## src/design/irrigation_correction_factor_assert.svh

```systemverilog
// Assertion macros shared by the irrigation correction factor RTL.
// Needs a clock named clk_i and an active-low reset named rst_ni in scope.
`ifndef IRRIGATION_CORRECTION_FACTOR_ASSERT_SVH
`define IRRIGATION_CORRECTION_FACTOR_ASSERT_SVH

`ifndef SYNTH
// Checked at every clock edge while out of reset.
`define ICF_ASSERT(label, prop, msg) \
  label: assert property (@(posedge clk_i) disable iff (!rst_ni) (prop)) else $error(msg);
// Checked at every clock edge, reset included.
`define ICF_ASSERT_ALWAYS(label, prop, msg) \
  label: assert property (@(posedge clk_i) (prop)) else $error(msg);
`else
`define ICF_ASSERT(label, prop, msg)
`define ICF_ASSERT_ALWAYS(label, prop, msg)
`endif

`endif

```

## src/design/icf_pkg.sv

```systemverilog
// Types and constants of the irrigation correction factor block.
// No dependencies.
package icf_pkg;

  localparam int unsigned CFG_IDX_W  = 2;
  localparam int unsigned CFG_DATA_W = 7;

  typedef enum logic [CFG_IDX_W-1:0] {
    CFG_UPPER      = 2'd0,
    CFG_LOWER      = 2'd1,
    CFG_SOIL_EN    = 2'd2,
    CFG_CLIMATE_EN = 2'd3
  } cfg_idx_e;

  // Shared divide-by-constant unit: quotient = (n * RECIP) >> SHIFT, exact over the range.
  // Temperature: n = delta * gain < 2^13, the 16384/1000 = 2^11/125 step folded in.
  // Soil: n = |f * (95 - s)| < 2^23, divided by 45.
  localparam int unsigned DIV_W      = 23;
  localparam int unsigned RCP_W      = 25;
  localparam int unsigned PROD_W     = DIV_W + RCP_W;
  localparam int unsigned RECIP_TEMP = 17179870;  // ceil(2^31 / 125)
  localparam int unsigned SHIFT_TEMP = 20;        // 31 less the 2^11 of the Q14 step
  localparam int unsigned RECIP_SOIL = 11930465;  // ceil(2^29 / 45)
  localparam int unsigned SHIFT_SOIL = 29;

  // Q14 constants.
  localparam int unsigned ONE_Q14        = 16384;
  localparam int unsigned MAX_Q14        = 32768;
  localparam int unsigned HUMID_STEP_Q14 = 3276;
  localparam int unsigned HEAT_GAIN      = 3;  // percent per degree
  localparam int unsigned COLD_GAIN      = 2;  // percent per degree

  localparam int signed TEMP_HOT   = 250;
  localparam int signed TEMP_COLD  = 150;
  localparam int unsigned HUM_WET  = 750;
  localparam int unsigned HUM_DRY  = 300;
  localparam int unsigned SOIL_WET = 50;
  localparam int unsigned SOIL_TOP = 95;

  typedef struct packed {
    logic start;
    logic sel_soil;  // 1: divide by 45, 0: temperature term
  } div_req_t;

endpackage

```

## src/design/irrigation_correction_factor.sv

```systemverilog
// Irrigation watering-time correction factor, top level: sequencer, hysteresis and output.
// Depends on icf_pkg, icf_div and irrigation_correction_factor_assert.svh.
//
//  channel | direction | handshake               | payload
//  --------+-----------+-------------------------+------------------------------------------
//  in      | sink      | in_valid_i / in_stall_o | soil_percent, air_temp_tenths, humidity
//  out     | source    | out_valid_o/out_stall_i | factor, inhibited
//  cfg     | sink      | cfg_we_i                | cfg_index_i, cfg_data_i
//
// When inhibited, the sequencer goes from IDLE straight to FIN, which loads the output
// register; else it runs MUL1, DIV1 and SUM, and with wet soil above 50 % also MUL2 and DIV2,
// before FIN. Each use of the shared reciprocal divider waits in a DIV step for its done pulse.
// The input is stalled while a sample is in work; an output stall holds the sequencer in FIN.
// Reset clears the inhibit flag, the registers to their defaults and the output valid.
`include "irrigation_correction_factor_assert.svh"

module irrigation_correction_factor (
  input  logic                           clk_i,
  input  logic                           rst_ni,
  input  logic                           in_valid_i,
  output logic                           in_stall_o,
  input  logic [6:0]                     soil_percent_i,
  input  logic signed [11:0]             air_temp_tenths_i,
  input  logic [9:0]                     air_humidity_tenths_i,
  output logic                           out_valid_o,
  input  logic                           out_stall_i,
  output logic [15:0]                    factor_o,
  output logic                           inhibited_o,
  input  logic                           cfg_we_i,
  input  logic [icf_pkg::CFG_IDX_W-1:0]  cfg_index_i,
  input  logic [icf_pkg::CFG_DATA_W-1:0] cfg_data_i
);
  import icf_pkg::*;

  typedef enum logic [2:0] {
    ST_IDLE,
    ST_MUL1,
    ST_DIV1,
    ST_SUM,
    ST_MUL2,
    ST_DIV2,
    ST_FIN
  } state_e;

  state_e state_q;

  logic [6:0] upper_q, lower_q;
  logic       soil_en_q, climate_en_q;
  logic       inhibit_q;

  logic [6:0]        soil_q;
  logic signed [11:0] temp_q;
  logic [9:0]        hum_q;
  logic              tsub_q;
  logic signed [17:0] f_q;
  logic              neg_q;
  logic [15:0]       res_q;
  logic [DIV_W-1:0]  num_q;
  div_req_t          div_req_q;

  logic        out_valid_q;
  logic [15:0] factor_q;
  logic        out_inh_q;

  logic [DIV_W-1:0] div_quot;
  logic             div_done;

  logic       in_xfer;
  logic [6:0] soil_in;
  logic       inhibit_d;

  // MUL1 terms
  logic signed [12:0] t_ext;
  logic signed [12:0] heat_d, cold_d;
  logic               heat, cold;
  logic [11:0]        tdelta;
  logic [13:0]        tmul;

  // SUM terms
  logic signed [17:0] q_s, hum_adj, f_d;
  logic [15:0]        f_clamp;

  // MUL2 terms
  logic signed [7:0]  kfac;
  logic signed [25:0] sprod;
  logic [25:0]        smag;

  // DIV2 clamp
  logic [15:0]        q_clamp;

  icf_div u_div (
    .clk_i      (clk_i),
    .rst_ni     (rst_ni),
    .req_i      (div_req_q),
    .dividend_i (num_q),
    .quot_o     (div_quot),
    .done_o     (div_done)
  );

  assign in_stall_o = (state_q != ST_IDLE);
  assign in_xfer    = in_valid_i && !in_stall_o;
  assign soil_in    = soil_en_q ? soil_percent_i : 7'd0;

  always_comb begin
    inhibit_d = inhibit_q;
    if (soil_in >= upper_q) begin
      inhibit_d = 1'b1;
    end else if (soil_in < lower_q) begin
      inhibit_d = 1'b0;
    end
  end

  always_comb begin
    t_ext  = {temp_q[11], temp_q};
    heat_d = t_ext - 13'(TEMP_HOT);
    cold_d = 13'(TEMP_COLD) - t_ext;
    heat   = climate_en_q && (t_ext > 13'(TEMP_HOT));
    cold   = climate_en_q && (t_ext < 13'(TEMP_COLD));
    tdelta = heat ? heat_d[11:0] : cold_d[11:0];
    tmul   = heat ? 14'(tdelta) * 14'(HEAT_GAIN) : 14'(tdelta) * 14'(COLD_GAIN);
  end

  always_comb begin
    q_s     = $signed({1'b0, div_quot[16:0]});
    hum_adj = '0;
    if (climate_en_q && (hum_q > 10'(HUM_WET))) begin
      hum_adj = -$signed(18'(HUMID_STEP_Q14));
    end else if (climate_en_q && (hum_q < 10'(HUM_DRY))) begin
      hum_adj = 18'(HUMID_STEP_Q14);
    end
    f_d = 18'(ONE_Q14) + (tsub_q ? -q_s : q_s) + hum_adj;
    if (f_d < 0) begin
      f_clamp = '0;
    end else if (f_d > 18'(MAX_Q14)) begin
      f_clamp = 16'(MAX_Q14);
    end else begin
      f_clamp = f_d[15:0];
    end
  end

  always_comb begin
    // 95 - s; may go negative when thresholds allow soil above 95
    kfac  = 8'(SOIL_TOP) - $signed({1'b0, soil_q});
    sprod = 26'(f_q) * 26'(kfac);
    smag  = sprod[25] ? 26'(-sprod) : sprod;
    q_clamp = (div_quot > DIV_W'(MAX_Q14)) ? 16'(MAX_Q14) : div_quot[15:0];
  end

  always_ff @(posedge clk_i or negedge rst_ni) begin
    if (!rst_ni) begin
      upper_q      <= 7'(SOIL_TOP);
      lower_q      <= 7'd80;
      soil_en_q    <= 1'b1;
      climate_en_q <= 1'b1;
    end else if (cfg_we_i) begin
      case (cfg_idx_e'(cfg_index_i))
        CFG_UPPER:      upper_q      <= cfg_data_i;
        CFG_LOWER:      lower_q      <= cfg_data_i;
        CFG_SOIL_EN:    soil_en_q    <= cfg_data_i[0];
        CFG_CLIMATE_EN: climate_en_q <= cfg_data_i[0];
        default: ;
      endcase
    end
  end

  always_ff @(posedge clk_i or negedge rst_ni) begin
    if (!rst_ni) begin
      state_q     <= ST_IDLE;
      inhibit_q   <= 1'b0;
      out_valid_q <= 1'b0;
      div_req_q   <= '0;
      soil_q      <= '0;
      temp_q      <= '0;
      hum_q       <= '0;
      tsub_q      <= 1'b0;
      f_q         <= '0;
      neg_q       <= 1'b0;
      res_q       <= '0;
      num_q       <= '0;
      factor_q    <= '0;
      out_inh_q   <= 1'b0;
    end else begin
      div_req_q.start    <= (state_q == ST_MUL1) || (state_q == ST_MUL2);
      div_req_q.sel_soil <= (state_q == ST_MUL2);
      // FIN reloads the output itself when the waiting result leaves
      if (out_valid_q && !out_stall_i && (state_q != ST_FIN)) begin
        out_valid_q <= 1'b0;
      end
      case (state_q)
        ST_IDLE: begin
          if (in_xfer) begin
            inhibit_q <= inhibit_d;
            soil_q    <= soil_in;
            temp_q    <= air_temp_tenths_i;
            hum_q     <= air_humidity_tenths_i;
            res_q     <= '0;
            state_q   <= inhibit_d ? ST_FIN : ST_MUL1;
          end
        end
        ST_MUL1: begin
          num_q   <= (heat || cold) ? DIV_W'(tmul) : '0;
          tsub_q  <= cold;
          state_q <= ST_DIV1;
        end
        ST_DIV1: begin
          if (div_done) begin
            state_q <= ST_SUM;
          end
        end
        ST_SUM: begin
          f_q <= f_d;
          if (soil_q > 7'(SOIL_WET)) begin
            state_q <= ST_MUL2;
          end else begin
            res_q   <= f_clamp;
            state_q <= ST_FIN;
          end
        end
        ST_MUL2: begin
          num_q   <= DIV_W'(smag);
          neg_q   <= sprod[25];
          state_q <= ST_DIV2;
        end
        ST_DIV2: begin
          if (div_done) begin
            // truncation toward zero on the magnitude; a negative result clamps to 0
            res_q   <= neg_q ? 16'd0 : q_clamp;
            state_q <= ST_FIN;
          end
        end
        ST_FIN: begin
          if (!out_valid_q || !out_stall_i) begin
            out_valid_q <= 1'b1;
            factor_q    <= res_q;
            out_inh_q   <= inhibit_q;
            state_q     <= ST_IDLE;
          end
        end
        default: state_q <= ST_IDLE;
      endcase
    end
  end

  assign out_valid_o = out_valid_q;
  assign factor_o    = factor_q;
  assign inhibited_o = out_inh_q;

  `ICF_ASSERT(a_inh_zero, (out_valid_q && out_inh_q) |-> (factor_q == 16'd0),
              "inhibited result with nonzero factor")
  `ICF_ASSERT(a_factor_max, out_valid_q |-> (factor_q <= 16'(MAX_Q14)),
              "factor above 2.0")
  `ICF_ASSERT(a_done_in_div, div_done |-> (state_q == ST_DIV1 || state_q == ST_DIV2),
              "divider done outside a divide step")
  `ICF_ASSERT(a_busy_after_xfer, in_xfer |=> in_stall_o,
              "input not stalled after a transfer")

endmodule

```

## src/design/icf_div.sv

```systemverilog
// Shared divide-by-constant unit: one registered reciprocal multiply per request.
// Depends on icf_pkg and irrigation_correction_factor_assert.svh.
`include "irrigation_correction_factor_assert.svh"

module icf_div (
  input  logic                      clk_i,
  input  logic                      rst_ni,
  input  icf_pkg::div_req_t         req_i,
  input  logic [icf_pkg::DIV_W-1:0] dividend_i,
  output logic [icf_pkg::DIV_W-1:0] quot_o,
  output logic                      done_o
);
  import icf_pkg::*;

  logic [RCP_W-1:0]  rcp;
  logic [PROD_W-1:0] prod_d;
  logic [PROD_W-1:0] prod_q;
  logic              sel_q;
  logic              done_q;

  always_comb begin
    rcp    = req_i.sel_soil ? RCP_W'(RECIP_SOIL) : RCP_W'(RECIP_TEMP);
    prod_d = PROD_W'(dividend_i) * PROD_W'(rcp);
  end

  always_ff @(posedge clk_i or negedge rst_ni) begin
    if (!rst_ni) begin
      done_q <= 1'b0;
      sel_q  <= 1'b0;
      prod_q <= '0;
    end else begin
      done_q <= req_i.start;
      if (req_i.start) begin
        sel_q  <= req_i.sel_soil;
        prod_q <= prod_d;
      end
    end
  end

  assign quot_o = sel_q ? DIV_W'(prod_q >> SHIFT_SOIL) : DIV_W'(prod_q >> SHIFT_TEMP);
  assign done_o = done_q;

  `ICF_ASSERT(a_done_follows_start, req_i.start |=> done_q, "divider done missing")
  `ICF_ASSERT(a_done_pulse, done_q |=> !done_q, "divider done held")
  `ICF_ASSERT(a_start_not_done, done_q |-> !req_i.start, "divider restarted at done")

endmodule
```

## config.mk

```make
export PLATFORM = sky130hd
export DESIGN_NAME = irrigation_correction_factor
export DESIGN_NICKNAME = d
export VERILOG_FILES = /design/src/design/icf_pkg.sv /design/src/design/irrigation_correction_factor.sv /design/src/design/icf_div.sv
export VERILOG_INCLUDE_DIRS = /design/src /design/src/design
export SDC_FILE = /design/constraint.sdc
export NUM_CORES = 2
export LEC_CHECK = 0
export BUFFER_PORTS_ARGS = -buffer_cell sky130_fd_sc_hd__buf_2
export CAP_MARGIN = 20
export CORE_MARGIN = 2
export CORE_UTILIZATION = 50
export DETAILED_ROUTE_END_ITERATION = 16
export PLACE_DENSITY = 0.76
export SLEW_MARGIN = 20
export SYNTH_ARGS = -nofsm -noshare
export SYNTH_HDL_FRONTEND = slang
export SYNTH_SLANG_ARGS = --single-unit
```

## constraint.sdc

```tcl
create_clock -name clk_i -period 12.7 [get_ports clk_i]
set_clock_uncertainty 0.1 [all_clocks]
set_input_delay 1.27 -clock clk_i [delete_from_list [all_inputs] [get_ports clk_i]]
set_output_delay 1.27 -clock clk_i [all_outputs]
set_load 0.005 [all_outputs]
```

After elaboration in Yosys (flattened, before gate mapping). Index checks and enable logic that the tools add are counted.

Memories kept: 0. Memory bits (read-only): 0. Bits in latches: 0. Register bits after elaboration: 178. Bits in writable memories: 0. Output and inout bits: 19.

Divide/modulo/power cells: 0. Multiply operators: 3. Shifts and indexed selects: 0. Multiplexer cells: 31. $lt $le $gt $ge: 10. Add/subtract/negate cells: 7. Eq/ne operators: 15. Bitwise logic cells: 0. Reduce and logical (&&, ||, !) cells: 26.

Operator list (number): $mux 16 (7); $mul 23x25->48 (1); $pmux 16 s3 (1); $mux 23 (2); $pmux 23 s2 (1); $mux 18 (2); $mux 14 (2); $mul 18x8->26 (1); $mux 25 (1); $mux 12 (2); $gt 23x16->1 const B (1); $neg 23->23 (1); $pmux 3 s7 (1); $add 15x18->18 const A (1); $add 18x18->18 (1); $gt 18x16->1 const B (1); $lt 18x1->1 const B (1); $neg 17->18 (1); $mux 3 (5); $mul 12x2->14 const B (1); $gt 12x9->1 const B (1); $lt 12x9->1 const B (1); $reduce_and 2->1 (6); $sub 12x9->12 const B (1); 26 further kinds (49).

Longest topological paths before layout.
Depth in word-level cells: 10. Gate-level depth with buffers: 30. Mapped depth without buffers: 27.

Cells and area by module. From an unflattened synthesis, not the netlist that was laid out.

Cell total of the unflattened synthesis: 3037. Area total of the unflattened synthesis: 28344.7 um^2.

By module, submodules not included: icf_div (instances 1, sequential area each 750.7 um^2, cells an instance 1531, area each 14661.6 um^2); irrigation_correction_factor (instances 1, sequential area each 3215.6 um^2, cells an instance 1506, area each 13683.1 um^2).

Least setup slack after synthesis. No wires, ideal clock.

Path kind: register to register. Start: reg div_req_q[0] (netlist name). End: reg u_div.prod_q[46]. Clock period less this slack: 7450 ps. Path slack: 5250 ps. Setup time: 126 ps. Stages on the path, launching flop included: 27. Data arrival time: 7224 ps. Cell sequence: dfrtp_1 -> clkbuf_1 -> clkbuf_1 -> clkbuf_1 -> nand2_1 -> inv_1 -> fa_1 -> fa_1 -> inv_1 -> fa_1 -> inv_1 -> fa_1 -> fa_1 -> fa_1 -> inv_1 -> fa_1 -> inv_1 -> ha_1 -> a21oi_1 -> o211ai_1 -> a32o_1 -> a211o_1 -> o31ai_2 -> a21oi_1 -> a31oi_1 -> nor3_1 -> a311o_1.

Word-level cells in the longest chain between the ends: 2.

RTL lines: from (decl) (line irrigation_correction_factor.sv:59) `div_req_t div_req_q;`; $mux 25 (line icf_div.sv:22) `rcp = req_i.sel_soil ? RCP_W'(RECIP_SOIL) : RCP_W'(RECIP_TEMP);`; $mul 23x25->48 (line icf_div.sv:23) `prod_d = PROD_W'(dividend_i) * PROD_W'(rcp);`; to (signal assigned) (line icf_div.sv:35) `prod_q <= prod_d;`; to (decl) (line icf_div.sv:17) `logic [PROD_W-1:0] prod_q;`.

No other way between the ends. A chain may end at the register's enable or synchronous reset.

Worst setup path after layout. Ends and elaborated chain as after synthesis.

==> results.txt <==
clock tree sinks - 158
# Max-Cap Violations - 0
full die area - 57,500 um^2
Worst setup EP type - register
critical hold path startpoint - lower_q[3]
R2R setup slack - 4.81 ns
dpl cells - 3,683
critical path fanouts, max - 46
register area share after synthesis - 14.3%
Slew Limit Fails - 0
non-filler cells, final - 3,715
PortBufs - 61
cts bufs inserted - 17
fillers - 4,829
final hold vios - 0
Reg clk slew, reported paths - 0.07 ns
Post-CTS Setup Bufs - 0
number of synthesized flops with an enable pin - 0
largest net degree at the start of global routing - 87
R2R Path Start - div_req_q[0]
Slew headroom - 30.7%
final setup vio count - 0
Worst Path Required - 12.92 ns
H-Tree Level Count - 4
CTS Buffer Depth - 2
fin crit period - 7.89 ns
Worst Hold Depth - 1
core area - 55,000 um^2
Die Ht - 240 um
CTS tree - built
Overflow after GRT - 0
antenna violations before repair - 0
kind of critical path - register to register
Layout Nets - 3,793
first-pass GRT wire length - 110 mm
Synth Area per Inst - 9.55 um^2
WL/cell - 17.9 um
Fin Setup TNS - 0 ns
Slew @ Worst Pin - 1.01 ns
post-route ant nets - 0
Mapped Cells - 2,909
Synth Flop Type - dfrtp_1
Worst Hold Path EP - lower_q[3]
Ys Warns - 0
clk root buf - clkbuf_16
DR pass1 iterations - 5
Detailed Route WL - 66.5 mm
site row count - 86
library cells used by synthesis - 88
synthesized area - 27,800 um^2
cts hold-fix bufs - 0
Final HPWL DP - 57.1 mm
via count - 19,865
GRT Total Usage - 24.5%
worst skew pair latency - 0.45 ns
layout cells sized above 1 - 7.62%
worst reg2reg endpoint - u_div.prod_q[46]
DRC Markers - 0
I/O pins - 62
routed vias/inst - 5.35
Die X - 240 um
ys async rst share - 100%
Fmax - 0.127 GHz
Worst Path Arrival - 8.11 ns
Iter 0 DRT Violations - 1,254
run status - completed
GPL Wtd Cong - 0.961
area grow syn2layout - 6.14%
RSZ-0062 raised after global routing - false
fraction of the cycle the final worst path needs - 62.1%
ant diodes - 0
number of global-route vias before repair - 20,777
initial core utilization - 50.5%
startpoint type of the worst setup path - register
cts repair resizes - 0
synthesized flop and latch total - 158
Reg2Reg Depth - 24
hold crit path type - register to register
layer usage:
layer  share of wire (%)  GRT usage (%)  vias to the layer above
met1                  43           33.0                     9776
met3                 6.1           4.08                      116
li1                    -              -                     9366
met5                   0              0                        -
met4                 3.4           8.20                        0
met2                  47           40.1                      607
cell usage in the layout, fill, tap and decap left out, types with 11 or more instances in the layout:
master     count
nand3_1       18
xnor2_1       74
nor2b_1       99
a21o_1        45
a21oi_1       92
nor3_1        40
nor2_1       107
buf_2         60
a31oi_1       12
buf_4         11
mux2_2        81
or2_2         11
mux2i_1       22
and2_1        40
clkbuf_16     17
nand2b_1      46
o21ai_0       76
a221o_1       13
o21ai_1       14
dfrtp_1      148
conb_1        35
a211oi_1      17
inv_1        645
o211ai_1      11
or3_1         11
fa_1         414
ha_1         382
xor2_1        47
nand2_1      186
layout make-up:
cell class,count,area (um^2),area share (%)
Multi-Input combinational cell,2059,21200,71.9
Sequential cell,158,3970,13.4
Inverter,646,2420,8.22
Tap cell,748,936,3.17
Clock buffer,18,439,1.49
Timing Repair Buffer,72,394,1.34
Clock inverter,14,133,0.450
cell usage after synthesis (12+ instances only):
cell	count	area share, %
a211oi_1	17	0.46
a21o_1	45	1.2
a21oi_1	92	1.7
a221o_1	13	0.47
a31oi_1	12	0.27
and2_1	40	0.90
clkbuf_1	66	0.89
dfrtp_1	148	13
fa_1	414	30
ha_1	382	17
inv_1	645	8.7
mux2_2	81	3.3
mux2i_1	22	0.79
nand2_1	186	2.5
nand2b_1	46	1.0
nand3_1	18	0.32
nor2_1	107	1.4
nor2b_1	99	2.2
nor3_1	40	0.72
o21ai_0	76	1.4
o21ai_1	14	0.25
xnor2_1	74	2.3
xor2_1	47	1.5
cells by family after synthesis:
group,after synthesis,synth area share (%)
xor+xnor,123,3.95
mux,103,4.08
fa+ha+maj,796,47.0
other cells,2,0.0270
compound gates,395,9.69
simple gates,607,11.1
flops,158,14.3
buf+inv,725,9.88
sequential cells by signal, summed over array words and instances, names as in the netlist, 2 cells and up:
name / cells
div_req_q: 2
f_q: 18
factor_o: 16
hum_q: 10
lower_q: 7
num_q: 23
res_q: 16
soil_q: 7
state_q: 3
temp_q: 12
u_div.prod_q: 28
upper_q: 7
metrics by stage:
| step | util (%) | setup slack, ns | hold slack, ns | instance area (um^2) |
|---|---|---|---|---|
| global route | 53.6 | 4.48 | 0.420 | 29500 |
| finish | 53.6 | 4.81 | 0.405 | 29500 |
| detailed placement | 52.6 | 4.88 | 0.388 | 28900 |
| global placement | 52.6 | 5.01 | 0.376 | 28900 |
| floorplan | - | 5.25 | 0.252 | 27900 |
| CTS | 53.6 | 4.86 | 0.406 | 29500 |
critical path, cell delays in order (launching register included):
cell,delay (ns)
dfrtp_1,0.35
buf_4,0.38
nand2b_1,0.26
inv_1,0.14
fa_1,0.51
fa_1,0.51
inv_1,0.06
fa_1,0.53
inv_1,0.06
fa_1,0.54
fa_1,0.53
fa_1,0.54
inv_1,0.05
fa_1,0.54
inv_1,0.08
ha_1,0.36
a21oi_1,0.22
o211ai_1,0.15
a32o_1,0.27
a211o_1,0.34
o31ai_2,0.26
a21oi_1,0.19
a31oi_1,0.34
nor3_1,0.10
a311o_1,0.32
worst max-delay path by stage:
stage | from | endpoint | slack, ns | cells past startpoint
floorplan | div_req_q[0] | u_div.prod_q[46] | 5.25 | 26
global placement | div_req_q[0] | u_div.prod_q[46] | 5.01 | 24
detailed placement | div_req_q[0] | u_div.prod_q[46] | 4.88 | 24
CTS | div_req_q[0] | u_div.prod_q[46] | 4.86 | 24
global route | div_req_q[0] | u_div.prod_q[47] | 4.48 | 25
finish | div_req_q[0] | u_div.prod_q[46] | 4.81 | 24
Power is left out: the tool's default activity adds up to more than one toggle a clock period on the data nets, which glitch-free logic cannot reach.
